`config.mk`:
```
export PLATFORM = sky130hd
export DESIGN_NAME = iwcc_out_reg
export DESIGN_NICKNAME = d
export VERILOG_FILES = /design/src/rtl/core/iwcc_pkg.sv /design/src/rtl/core/iwcc_out_reg.sv
export SDC_FILE = /design/constraint.sdc
export NUM_CORES = 1
export LEC_CHECK = 0
export ABC_AREA = 1
export BUFFER_PORTS_ARGS = -buffer_cell sky130_fd_sc_hd__buf_2
export CORE_MARGIN = 2
export CORE_UTILIZATION = 42
export CTS_CLUSTER_DIAMETER = 80
export DETAILED_ROUTE_END_ITERATION = 10
export GPL_ROUTABILITY_DRIVEN = 0
export PLACE_DENSITY = 0.79
export SYNTH_ARGS = -nofsm -noshare
export SYNTH_HDL_FRONTEND = slang
export SYNTH_SLANG_ARGS = --single-unit
```
`constraint.sdc`:
```
create_clock -name aclk -period 1.2 [get_ports aclk]
set_clock_uncertainty 0.15 [all_clocks]
set_input_delay 0.3 -clock aclk [delete_from_list [all_inputs] [get_ports aclk]]
set_output_delay 0.3 -clock aclk [all_outputs]
set_load 0.02 [all_outputs]
```
`src/rtl/core/iwcc_pkg.sv`:
```
// Package for the image word CRC-32 checker: constants, types and the
// elaboration-time builder of the CRC shift matrices. Depends on nothing.
`timescale 1ns / 1ps

package iwcc_pkg;

    localparam int unsigned CRC_W     = 32;
    localparam int unsigned BYTE_W    = 8;
    localparam int unsigned STEPS     = 32;
    localparam logic [CRC_W-1:0] CRC_INIT = 32'hFFFF_FFFF;
    localparam logic [CRC_W-1:0] CRC_POLY = 32'h04C1_1DB7;

    // One column per register bit: the image of that bit after a number of shift steps.
    typedef logic [CRC_W-1:0][CRC_W-1:0] crc_mat_t;

    // Builds the matrix of a run of MSB-first shift steps. Used on constants only.
    function automatic crc_mat_t build_mat(input int unsigned steps);
        crc_mat_t    mat;
        logic [CRC_W-1:0] v;
        for (int j = 0; j < CRC_W; j++) begin
            v = '0;
            v[j] = 1'b1;
            for (int unsigned k = 0; k < steps; k++) begin
                if (v[CRC_W-1]) begin
                    v = (v << 1) ^ CRC_POLY;
                end else begin
                    v = v << 1;
                end
            end
            mat[j] = v;
        end
        return mat;
    endfunction

    // Folding one byte runs the register through one block of steps.
    localparam crc_mat_t MAT_ONE = build_mat(STEPS);
    localparam crc_mat_t MAT_TWO = build_mat(2 * STEPS);

    // Load request from the CRC stage into the output register.
    typedef struct packed {
        logic             load;
        logic [CRC_W-1:0] crc;
        logic             match;
    } iwcc_result_t;

endpackage

```
`src/rtl/core/iwcc_out_reg.sv`:
```
// Result register of the image word CRC-32 checker, holding one transaction
// for the master-side stream. Depends on iwcc_pkg.
`timescale 1ns / 1ps

module iwcc_out_reg (
    input  logic                       aclk,
    input  logic                       aresetn,
    input  iwcc_pkg::iwcc_result_t     result,
    output logic                       out_free,
    output logic                       m_tvalid,
    input  logic                       m_tready,
    output logic [iwcc_pkg::CRC_W-1:0] m_tdata,   // [31:0] crc_value
    output logic                       m_tuser    // [0] crc_match
);

    logic                       valid_reg, valid_next;
    logic [iwcc_pkg::CRC_W-1:0] crc_reg, crc_next;
    logic                       match_reg, match_next;

    // The register can take a new result when empty or when drained this cycle.
    assign out_free = !valid_reg || m_tready;

    always_comb begin
        valid_next = valid_reg;
        crc_next   = crc_reg;
        match_next = match_reg;
        if (result.load) begin
            valid_next = 1'b1;
            crc_next   = result.crc;
            match_next = result.match;
        end else if (m_tready) begin
            valid_next = 1'b0;
        end
    end

    always_ff @(posedge aclk) begin
        if (!aresetn) begin
            valid_reg <= 1'b0;
        end else begin
            valid_reg <= valid_next;
        end
        crc_reg   <= crc_next;
        match_reg <= match_next;
    end

    assign m_tvalid = valid_reg;
    assign m_tdata  = crc_reg;
    assign m_tuser  = match_reg;

endmodule

```
Word-level counts from Yosys, hierarchy flattened
Index checks and enable logic that the tools add are counted.
{ "word_totals": {"ff_bits": 34, "output_inout_bits": 35, "wordCells": 8} }
{ "classes": {"n_mux": 2, "reduce_logical": 3} }
{ "op_table": {"columns": ["operator", "count"], "rows": [
  ["1-bit two-way mux", 2],
  ["2-bit nonzero test", 1],
  ["1-bit logical NOT", 1],
  ["1-bit logical OR", 1]
]} }

Logic depth before layout (Yosys ltp)
Gate-level depths: netlist (run 1).
{ "logic_depth": {"word_depth": 2, "mapped_depth": 3, "depth_no_buf": 3} }

Worst setup path before layout (run 1)
OpenSTA, ideal clock, no wires.
{ "synth_timing": {"path_type": "reg-to-output", "from": "register valid_reg, in the netlist m_tvalid", "to": "output port out_free", "arrival_time_ps": 580, "required_ps": 750, "slack_ps": 170, "path_stages_with_launch": 2, "path_buffers": 0, "path_cell_list": "dfxtp_1 nand2_2"} }
{ "synth_via": {"elab_chain_len": 2} }
{ "synth_rtl": {"columns": ["element", "line", "text"], "rows": [
  ["from (decl)", "iwcc_out_reg.sv:16", "logic valid_reg, valid_next;"],
  ["from (signal assigned)", "iwcc_out_reg.sv:40", "valid_reg <= valid_next;"],
  ["1-bit logical NOT", "iwcc_out_reg.sv:21", "assign out_free = !valid_reg || m_tready;"],
  ["1-bit logical OR", "iwcc_out_reg.sv:21", null],
  ["to (decl)", "iwcc_out_reg.sv:9", "output logic out_free,"]
]} }
No other way between the ends.

Worst setup path in the final report (run 1)
{ "layout_timing": {"from": "register crc_reg, in the netlist m_tdata[13]", "to": "output port m_tdata[13] (netlist name)"} }
{ "layout_rtl": {"columns": ["element", "line", "text"], "rows": [
  ["from (decl)", "iwcc_out_reg.sv:17", "logic [iwcc_pkg::CRC_W-1:0] crc_reg, crc_next;"],
  ["from (signal assigned)", "iwcc_out_reg.sv:42", "crc_reg <= crc_next;"],
  ["to (decl)", "iwcc_out_reg.sv:12", "output logic [iwcc_pkg::CRC_W-1:0] m_tdata,"]
]} }
No word-level cell between the ends.

==> run summary, run 1 <==
Slew HR -> 90.55%
post-layout util -> 83.64%
grt total ovfl -> 0
fmax -> 702.6 MHz
# diodes -> 0
outcome -> finished, violations left
Std-Cell Rows -> 18
crit-path max cell delay -> 450 ps
full die area -> 2883 sq um
Pwr Total -> 2.547 mW
hold path cells -> 3
Worst EP arrival -> 970 ps
Clock Sinks -> 34
family with the most delay on the worst path -> flip-flops
Slew Viols, Final -> 0
layout net count -> 190
clock share of power -> 23.8%
worst ir drop on vdd -> 1.013 mV
FILL cells -> 114
Critical Path, Cell by Cell -> buf_6
CP max FO -> 1
antenna violations before repair -> 0
r2r worst-path depth -> 3
DRC Markers -> 0
I/O pins -> 72
Routed Antenna Nets -> 0
Setup WS pre-CTS -> 93.81 ps
DRT Pass-1 Iters -> 4
Initial Util -> 43.04%
Via density -> 4.761
first-pass GRT wire length -> 3912 um
most common cell after layout, fill and taps aside -> buf_2
floorplan core area -> 2410 sq um
Critical Path Start Type -> flip-flop
CTS max path bufs -> 2
Comb power frac -> 19.1%
final worst path period share -> 118.6%
Synth Area in Adders -> 0%
setup ws final -> -223.3 ps
via count -> 876
failing checks -> negative setup slack
Distinct cells, synth -> 5
H-tree depth -> 2
chip height -> 53.70 um
CTS root buf -> clkbuf_4
sw frac -> 25.83%
total CTS buffers -> 5
die span in x -> 53.70 um
Layout area overhead -> 94.33%
PortBufs -> 71
Post-Syn Area -> 1037 sq um
number of global-route vias before repair -> 855
Flop pwr share -> 57.1%
final setup fails -> 35
Synthesis Warnings -> 0
post-synthesis compound-gate area fraction -> 0.8444%
fin crit period -> 1423 ps
Int Power -> 1.889 mW
DR iter-0 viols -> 25
Syn Inst Count -> 39
worst-skew pair later-pin latency -> 350 ps
largest net degree at the start of global routing -> 25
flops & latches, synth -> 34
worst-margin pin slew -> 141.7 ps
RSZ-0062 raised after global routing -> true
reg2reg start -> m_tvalid
Post-Synth XOR/XNOR Area -> 0%
Sw Pwr -> 0.6581 mW
CP Buf/Inv Count -> 1
PD cells -> 1264 nW/um^2
leakage -> 0.8735 nW
max cap viols -> 0
main combinational cell family by area after synthesis -> buffers and inverters
simple-gate portion of the synthesized area -> 0.6031%
Crit Path Class -> reg -> out
CTS tree -> done
R2R Setup Slk -> 280 ps
Hold Crit Start -> aresetn
Routed WL -> 3380 um
Avg Cell Area, Syn -> 26.60 sq um
Overall Global Routing Usage -> 21.41%
final-report hold violation count -> 0
commonest cells after routing, fill and taps aside -> 44 x buf_2, 33 x dlygate4sd3_1, 33 x edfxtp_1
detailed-route wire length per cell -> 18.37 um
CP required -> 750 ps
multiplexer area fraction after synthesis -> 0%
HP Class -> in -> reg
DP HPWL -> 1363 um
layout cells sized above 1 -> 53.90%
FF-to-FF End -> m_tvalid
Hold Crit Endpoint -> m_tvalid
sequential element share of the synthesized area -> 97.47%
Critical-path top delay cell -> edfxtp_1
clock transition at the registers of the reported paths -> 110 ps
Syn Nets -> 76
Worst Setup End Kind -> output pin
## registers in the layout, summed over array words and instances (netlist names)
signal,cells
m_tdata,32
m_tuser,1
m_tvalid,1
## worst max-delay path by stage
| stage | start | to | slack [ps] | depth (start not counted) |
|---|---|---|---|---|
| after floorplan | m_tvalid | out_free | 170 | 1 |
| after global placement | m_tready | out_free | 100 | 4 |
| after detailed placement | m_tready | out_free | 90 | 4 |
| after CTS | m_tdata[19] | m_tdata[19] | -150 | 1 |
| after global routing | m_tdata[13] | m_tdata[13] | -260 | 1 |
| final | m_tdata[13] | m_tdata[13] | -220 | 1 |
## through the flow
| stage | cell area [sq um] | setup TNS, ps | hold WS, ps | instances |
|---|---|---|---|---|
| global placement | 1458 | 0 | 305.1 | 142 |
| detailed placement | 1458 | 0 | 322.1 | 142 |
| finish | 2016 | -5321 | 16.64 | 184 |
| floorplan | 1037 | 0 | 248.9 | 39 |
| global route | 2016 | -6595 | 7.614 | 184 |
| CTS | 1869 | -4076 | 0.9092 | 181 |
## synth_stat cells
library cell | number | area [sq um]
a21oi_2 | 1 | 8.760
dfxtp_1 | 1 | 20.02
edfxtp_1 | 33 | 991.0
inv_1 | 3 | 11.26
nand2_2 | 1 | 6.260
## metal layers
layer / vias up / global-route usage [%] / part of all wire [%]
li1: 376 / - / -
met5: - / 0 / 0
met1: 420 / 20.99 / 33
met3: 13 / 11.67 / 11
met2: 67 / 35.57 / 52
met4: 0 / 11.97 / 3.3
## power groups by stage
stage | registers (mW) | clock network (mW) | logic, mW
CTS | 1.43 | 0.575 | 0.404
floorplan | 1.58 | 0 | 0.00788
finish | 1.45 | 0.607 | 0.486
detailed placement | 1.45 | 0 | 0.304
global route | 1.46 | 0.665 | 0.507
global placement | 1.45 | 0 | 0.299
## area by class of cell
type	instances	area, sq um	share of cell area (%)
flip-flops and latches	34	1012	50.22
repair buffers	107	889.6	44.13
clock buffers	6	41.29	2.048
well taps	30	37.54	1.862
multi-input cells	2	15.01	0.7449
inverters	3	11.26	0.5587
clock inverters	2	8.758	0.4345
## cell families after synthesis
kind of cell / after synthesis
AOI/OAI and AO/OA: 1
buffers and inverters: 3
DFF: 34
and+or+nand+nor: 1
## what timing repair did
action,4_1_cts,5_1_grt
pin swaps,1,1
endpoints found under the setup margin,35,35
endpoints found under the hold margin,31,2
hold buffers,31,2
resized for setup,17,38
setup buffers,0,1
(Power assumes the default switching activity.)
==> inputs of run 2 (changes only) <==
==> constraint.sdc (replaced) <==
create_clock -name aclk -period 1.2 [get_ports aclk]
set_clock_uncertainty 0.15 [all_clocks]
set_input_delay 0 -clock aclk [delete_from_list [all_inputs] [get_ports aclk]]
set_output_delay 0 -clock aclk [all_outputs]
set_load 0.02 [all_outputs]
==> run 2 against run 1 <==
Compared with the run above: the flow now finishes without violations; setup slack improved by 340 ps; die area unchanged; count of clock-buffer cells in the layout unchanged; total power decreased by 6.2%; fmax increased by 32%; cell area decreased by 7.7%; wire length decreased by 23%; largest cell class unchanged; via count decreased by 8.8%.
==> run summary, run 2 (synthesis gave the netlist of run 1 again) <==
DP HPWL -> 1217 um
full die area -> 2883 sq um
met2 WL -> 1311 um
Post-Layout Inst Area -> 1861 sq um
layout cells sized above 1 -> 51.61%
worst-margin pin slew -> 176.2 ps
largest net degree at the start of global routing -> 35
CTS max path bufs -> 2
I/O pins -> 72
worst ir drop on vdd -> 1.351 mV
floorplan core area -> 2410 sq um
first-pass GRT wire length -> 3801 um
Storage cell area -> 1011 sq um
Via density -> 4.319
cell mode on critical path -> buf_2
Clock Sinks -> 34
via count -> 799
Worst EP arrival -> 930 ps
M1 WL -> 933 um
Critical-path top delay cell -> dlygate4sd3_1
die span in x -> 53.70 um
post-CTS sizing -> 0
Cell Area, Placed -> 1450 sq um
DRT Pass-1 Iters -> 4
Crit Path Class -> in -> out
Top Metal Used -> met4
HP Class -> in -> reg
worst-skew pair later-pin latency -> 330 ps
clock transition at the registers of the reported paths -> 100 ps
area of the multi-input gates -> 15.01 sq um
met3 WL -> 307 um
Pwr Total -> 2.390 mW
CTS tree -> done
clock share of power -> 23.7%
leakage -> 0.8191 nW
max cap viols -> 0
# diodes -> 0
Routed WL -> 2602 um
DRC Markers -> 0
Comb power frac -> 16.6%
Flop pwr share -> 59.6%
final-report hold violation count -> 0
Sw Pwr -> 0.5815 mW
detailed-route wire length per cell -> 14.06 um
CP max FO -> 2
Int Power -> 1.808 mW
final setup fails -> 0
commonest cells after routing, fill and taps aside -> 71 x buf_2, 36 x dlygate4sd3_1, 33 x edfxtp_1
CTS root buf -> clkbuf_4
Layout area overhead -> 79.37%
PD cells -> 1284 nW/um^2
family with the most delay on the worst path -> buffers and inverters
Critical Path, Cell by Cell -> dlygate4sd3_1 -> buf_2 -> inv_1 -> nand2_2 -> buf_2
CP required -> 1050 ps
CP Buf/Inv Count -> 4
Critical Path Start Type -> primary input
Worst Setup End Kind -> output pin
hold slack -> 217.1 ps
post-layout util -> 77.21%
final worst path period share -> 89.97%
grt total ovfl -> 0
Overall Global Routing Usage -> 20.75%
outcome -> complete, no violations
most common cell after layout, fill and taps aside -> buf_2
PortBufs -> 71
Slew HR -> 88.25%
FILL cells -> 143
fin crit period -> 1080 ps
Std-Cell Rows -> 18
antenna violations before repair -> 0
setup TNS -> 0 ps
Routed Antenna Nets -> 0
total CTS buffers -> 5
DR iter-0 viols -> 13
sw frac -> 24.33%
RSZ-0062 raised after global routing -> false
max reg flops -> 32
Slew Viols, Final -> 0
Initial Util -> 43.04%
H-tree depth -> 2
fmax -> 926.2 MHz
layout net count -> 191
number of global-route vias before repair -> 819
R2R Setup Slk -> 460 ps
chip height -> 53.70 um
crit-path max cell delay -> 530 ps
run 2: changes by cell type in the layout (fill, tap and decap cells not counted), sizes merged:
cell	previous run	this run
dlygate4sd3	33	36
buf	74	72
run 2: what timing repair did:
| action | in CTS | in global routing |
|---|---|---|
| hold buffers | 36 | 0 |
| buffers inserted | 0 | 0 |
| hold endpoints to repair | 67 | 0 |
run 2: layout make-up:
cell class	instances	share of cell area (%)
Clock buffer	6	2.219
Clock inverter	2	0.4707
Inverter	3	0.6052
Multi-Input combinational cell	2	0.8070
Sequential cell	34	54.34
Tap cell	30	2.017
Timing Repair Buffer	108	39.54
run 2: per-layer routing:
layer | vias up | global-route usage, %
met5 | - | 0
li1 | 380 | -
met4 | 0 | 14.10
met1 | 357 | 22.33
met2 | 56 | 32.72
met3 | 6 | 9.167
run 2: power by group through the flow:
stage	clock, mW	sequential (mW)	combinational (mW)
after global placement	0	1.45	0.296
after CTS	0.581	1.42	0.389
final	0.567	1.43	0.397
after global routing	0.640	1.43	0.424
after detailed placement	0	1.45	0.300
after floorplan	0	1.58	0.00788
run 2: per-stage QoR:
stage | std cells | worst slack, ps
3_5_place_dp | 141 | 428.7
4_1_cts | 185 | 122.0
2_1_floorplan | 39 | 278.2
6_report | 185 | 120.4
5_1_grt | 185 | 71.91
3_3_place_gp | 141 | 437.1
run 2: worst paths after layout:
| kind | from | to | depth (start not counted) |
|---|---|---|---|
| hold / removal | result[18] | m_tdata[17] | 2 |
| hold reg to reg | m_tvalid | m_tvalid | 2 |
| setup / recovery | m_tready | out_free | 5 |
| setup reg to reg | m_tvalid | m_tvalid | 2 |
==> inputs of run 3 (changes only) <==
BUFFER_PORTS_ARGS = -buffer_cell sky130_fd_sc_hd__buf_4   (was -buffer_cell sky130_fd_sc_hd__buf_2)
==> run 3 against run 2 <==
Compared with the run above: first-iteration DRC count rose by 69%; setup slack lost 11 ps; sequential share of layout area down 4.3 points; count of clock-buffer cells in the layout is the same; non-clock buffer count down 1; combinational power is 21% higher; largest cell class unchanged; critical path depth is the same; core utilization up 6.6 points; cell area is 8.5% higher; total power up 4.9%.
==> run summary, run 3 (synthesis gave the netlist of run 1 again) <==
DRC Markers -> 0
Slew Viols, Final -> 0
PortBufs -> 71
setup TNS -> 0 ps
postcts setup bufs -> 0
Worst EP arrival -> 940 ps
Routed Antenna Nets -> 0
HP Class -> in -> reg
RSZ-0062 raised after global routing -> false
first-pass GRT wire length -> 4264 um
floorplan core area -> 2410 sq um
worst-margin pin slew -> 405.4 ps
Initial Util -> 43.04%
commonest cells after routing, fill and taps aside -> 71 x buf_4, 36 x dlygate4sd3_1, 33 x edfxtp_1
Critical Path Start Type -> primary input
Setup WS pre-CTS -> 343.0 ps
CTS root buf -> clkbuf_4
total CTS buffers -> 5
max cap viols -> 0
chip height -> 53.70 um
Std-Cell Rows -> 18
layout net count -> 190
DRT Pass-1 Iters -> 4
clock transition at the registers of the reported paths -> 110 ps
grt total ovfl -> 0
CP max FO -> 2
largest net degree at the start of global routing -> 35
DR iter-0 viols -> 22
outcome -> complete, no violations
fin crit period -> 1091 ps
setup ws final -> 108.9 ps
via count -> 823
full die area -> 2883 sq um
# diodes -> 0
final worst path period share -> 90.92%
Slew HR -> 72.97%
max reg flops -> 32
Via density -> 4.473
PD cells -> 1241 nW/um^2
Routed WL -> 3015 um
worst ir drop on vdd -> 1.196 mV
leakage -> 0.8741 nW
fmax -> 916.5 MHz
most common cell after layout, fill and taps aside -> buf_4
Overall Global Routing Usage -> 23.88%
worst-skew pair later-pin latency -> 340 ps
CTS max path bufs -> 2
I/O pins -> 72
die span in x -> 53.70 um
layout cells sized above 1 -> 51.95%
Crit Path Class -> in -> out
Clock Sinks -> 34
antenna violations before repair -> 0
final-report hold violation count -> 0
Layout area overhead -> 94.69%
CTS tree -> done
CP required -> 1050 ps
Worst Setup End Kind -> output pin
number of global-route vias before repair -> 850
H-tree depth -> 2
detailed-route wire length per cell -> 16.39 um
final setup fails -> 0
[run 3: cell types whose count changed in the layout (fill, tap and decap cells not counted), sizes merged]
cell / change
buf: -1
[run 3: final timing paths]
kind	slack [ps]	cells past startpoint	start	end
setup reg to reg	460	2	m_tvalid	m_tvalid
setup / recovery	110	5	m_tready	out_free
hold / removal	220	2	result[5]	m_tdata[4]
hold reg to reg	340	2	m_tvalid	m_tvalid
[run 3: power by group]
| part | internal [mW] | switching (mW) |
|---|---|---|
| clock network | 0.223 | 0.367 |
| logic | 0.261 | 0.220 |
| registers | 1.40 | 0.0314 |
[run 3: area by class of cell]
| class | count | area, sq um |
|---|---|---|
| well taps | 30 | 37.54 |
| flip-flops and latches | 34 | 1011 |
| inverters | 3 | 11.26 |
| clock inverters | 2 | 10.01 |
| fillers | 116 | 390.4 |
| repair buffers | 107 | 893.4 |
| clock buffers | 6 | 41.29 |
| multi-input cells | 2 | 15.01 |
[run 3: through the flow]
step / cell area [sq um] / std cells / power, mW / util (%) / hold slack, ps
3_3_place_gp: 1608 / 140 / 1.823 / 66.72 / 28.08
3_5_place_dp: 1608 / 140 / 1.832 / 66.72 / 29.25
6_report: 2019 / 184 / 2.506 / 83.80 / 218.4
2_1_floorplan: 1037 / 39 / 1.587 / - / -51.13
5_1_grt: 2019 / 184 / 2.627 / 83.80 / 182.0
4_1_cts: 2019 / 184 / 2.467 / 83.80 / 224.4
[run 3: worst max-delay path, stage by stage]
cell	delay, ps
dlygate4sd3_1	540
buf_4	130
inv_1	50
nand2_2	60
buf_4	160
[run 3: per-layer routing]
layer | global-route usage, % | vias up | share of wire (%)
met5 | 0 | - | 0
met4 | 10.68 | 0 | 1.6
met3 | 15.28 | 8 | 12
met2 | 37.60 | 62 | 50
met1 | 25.00 | 376 | 36
li1 | - | 377 | -
[run 3: timing repair]
action | in CTS | in global routing
setup endpoints to repair | 0 | 0
resized for setup | 0 | 0
hold endpoints to repair | 67 | 0
hold buffers | 36 | 0
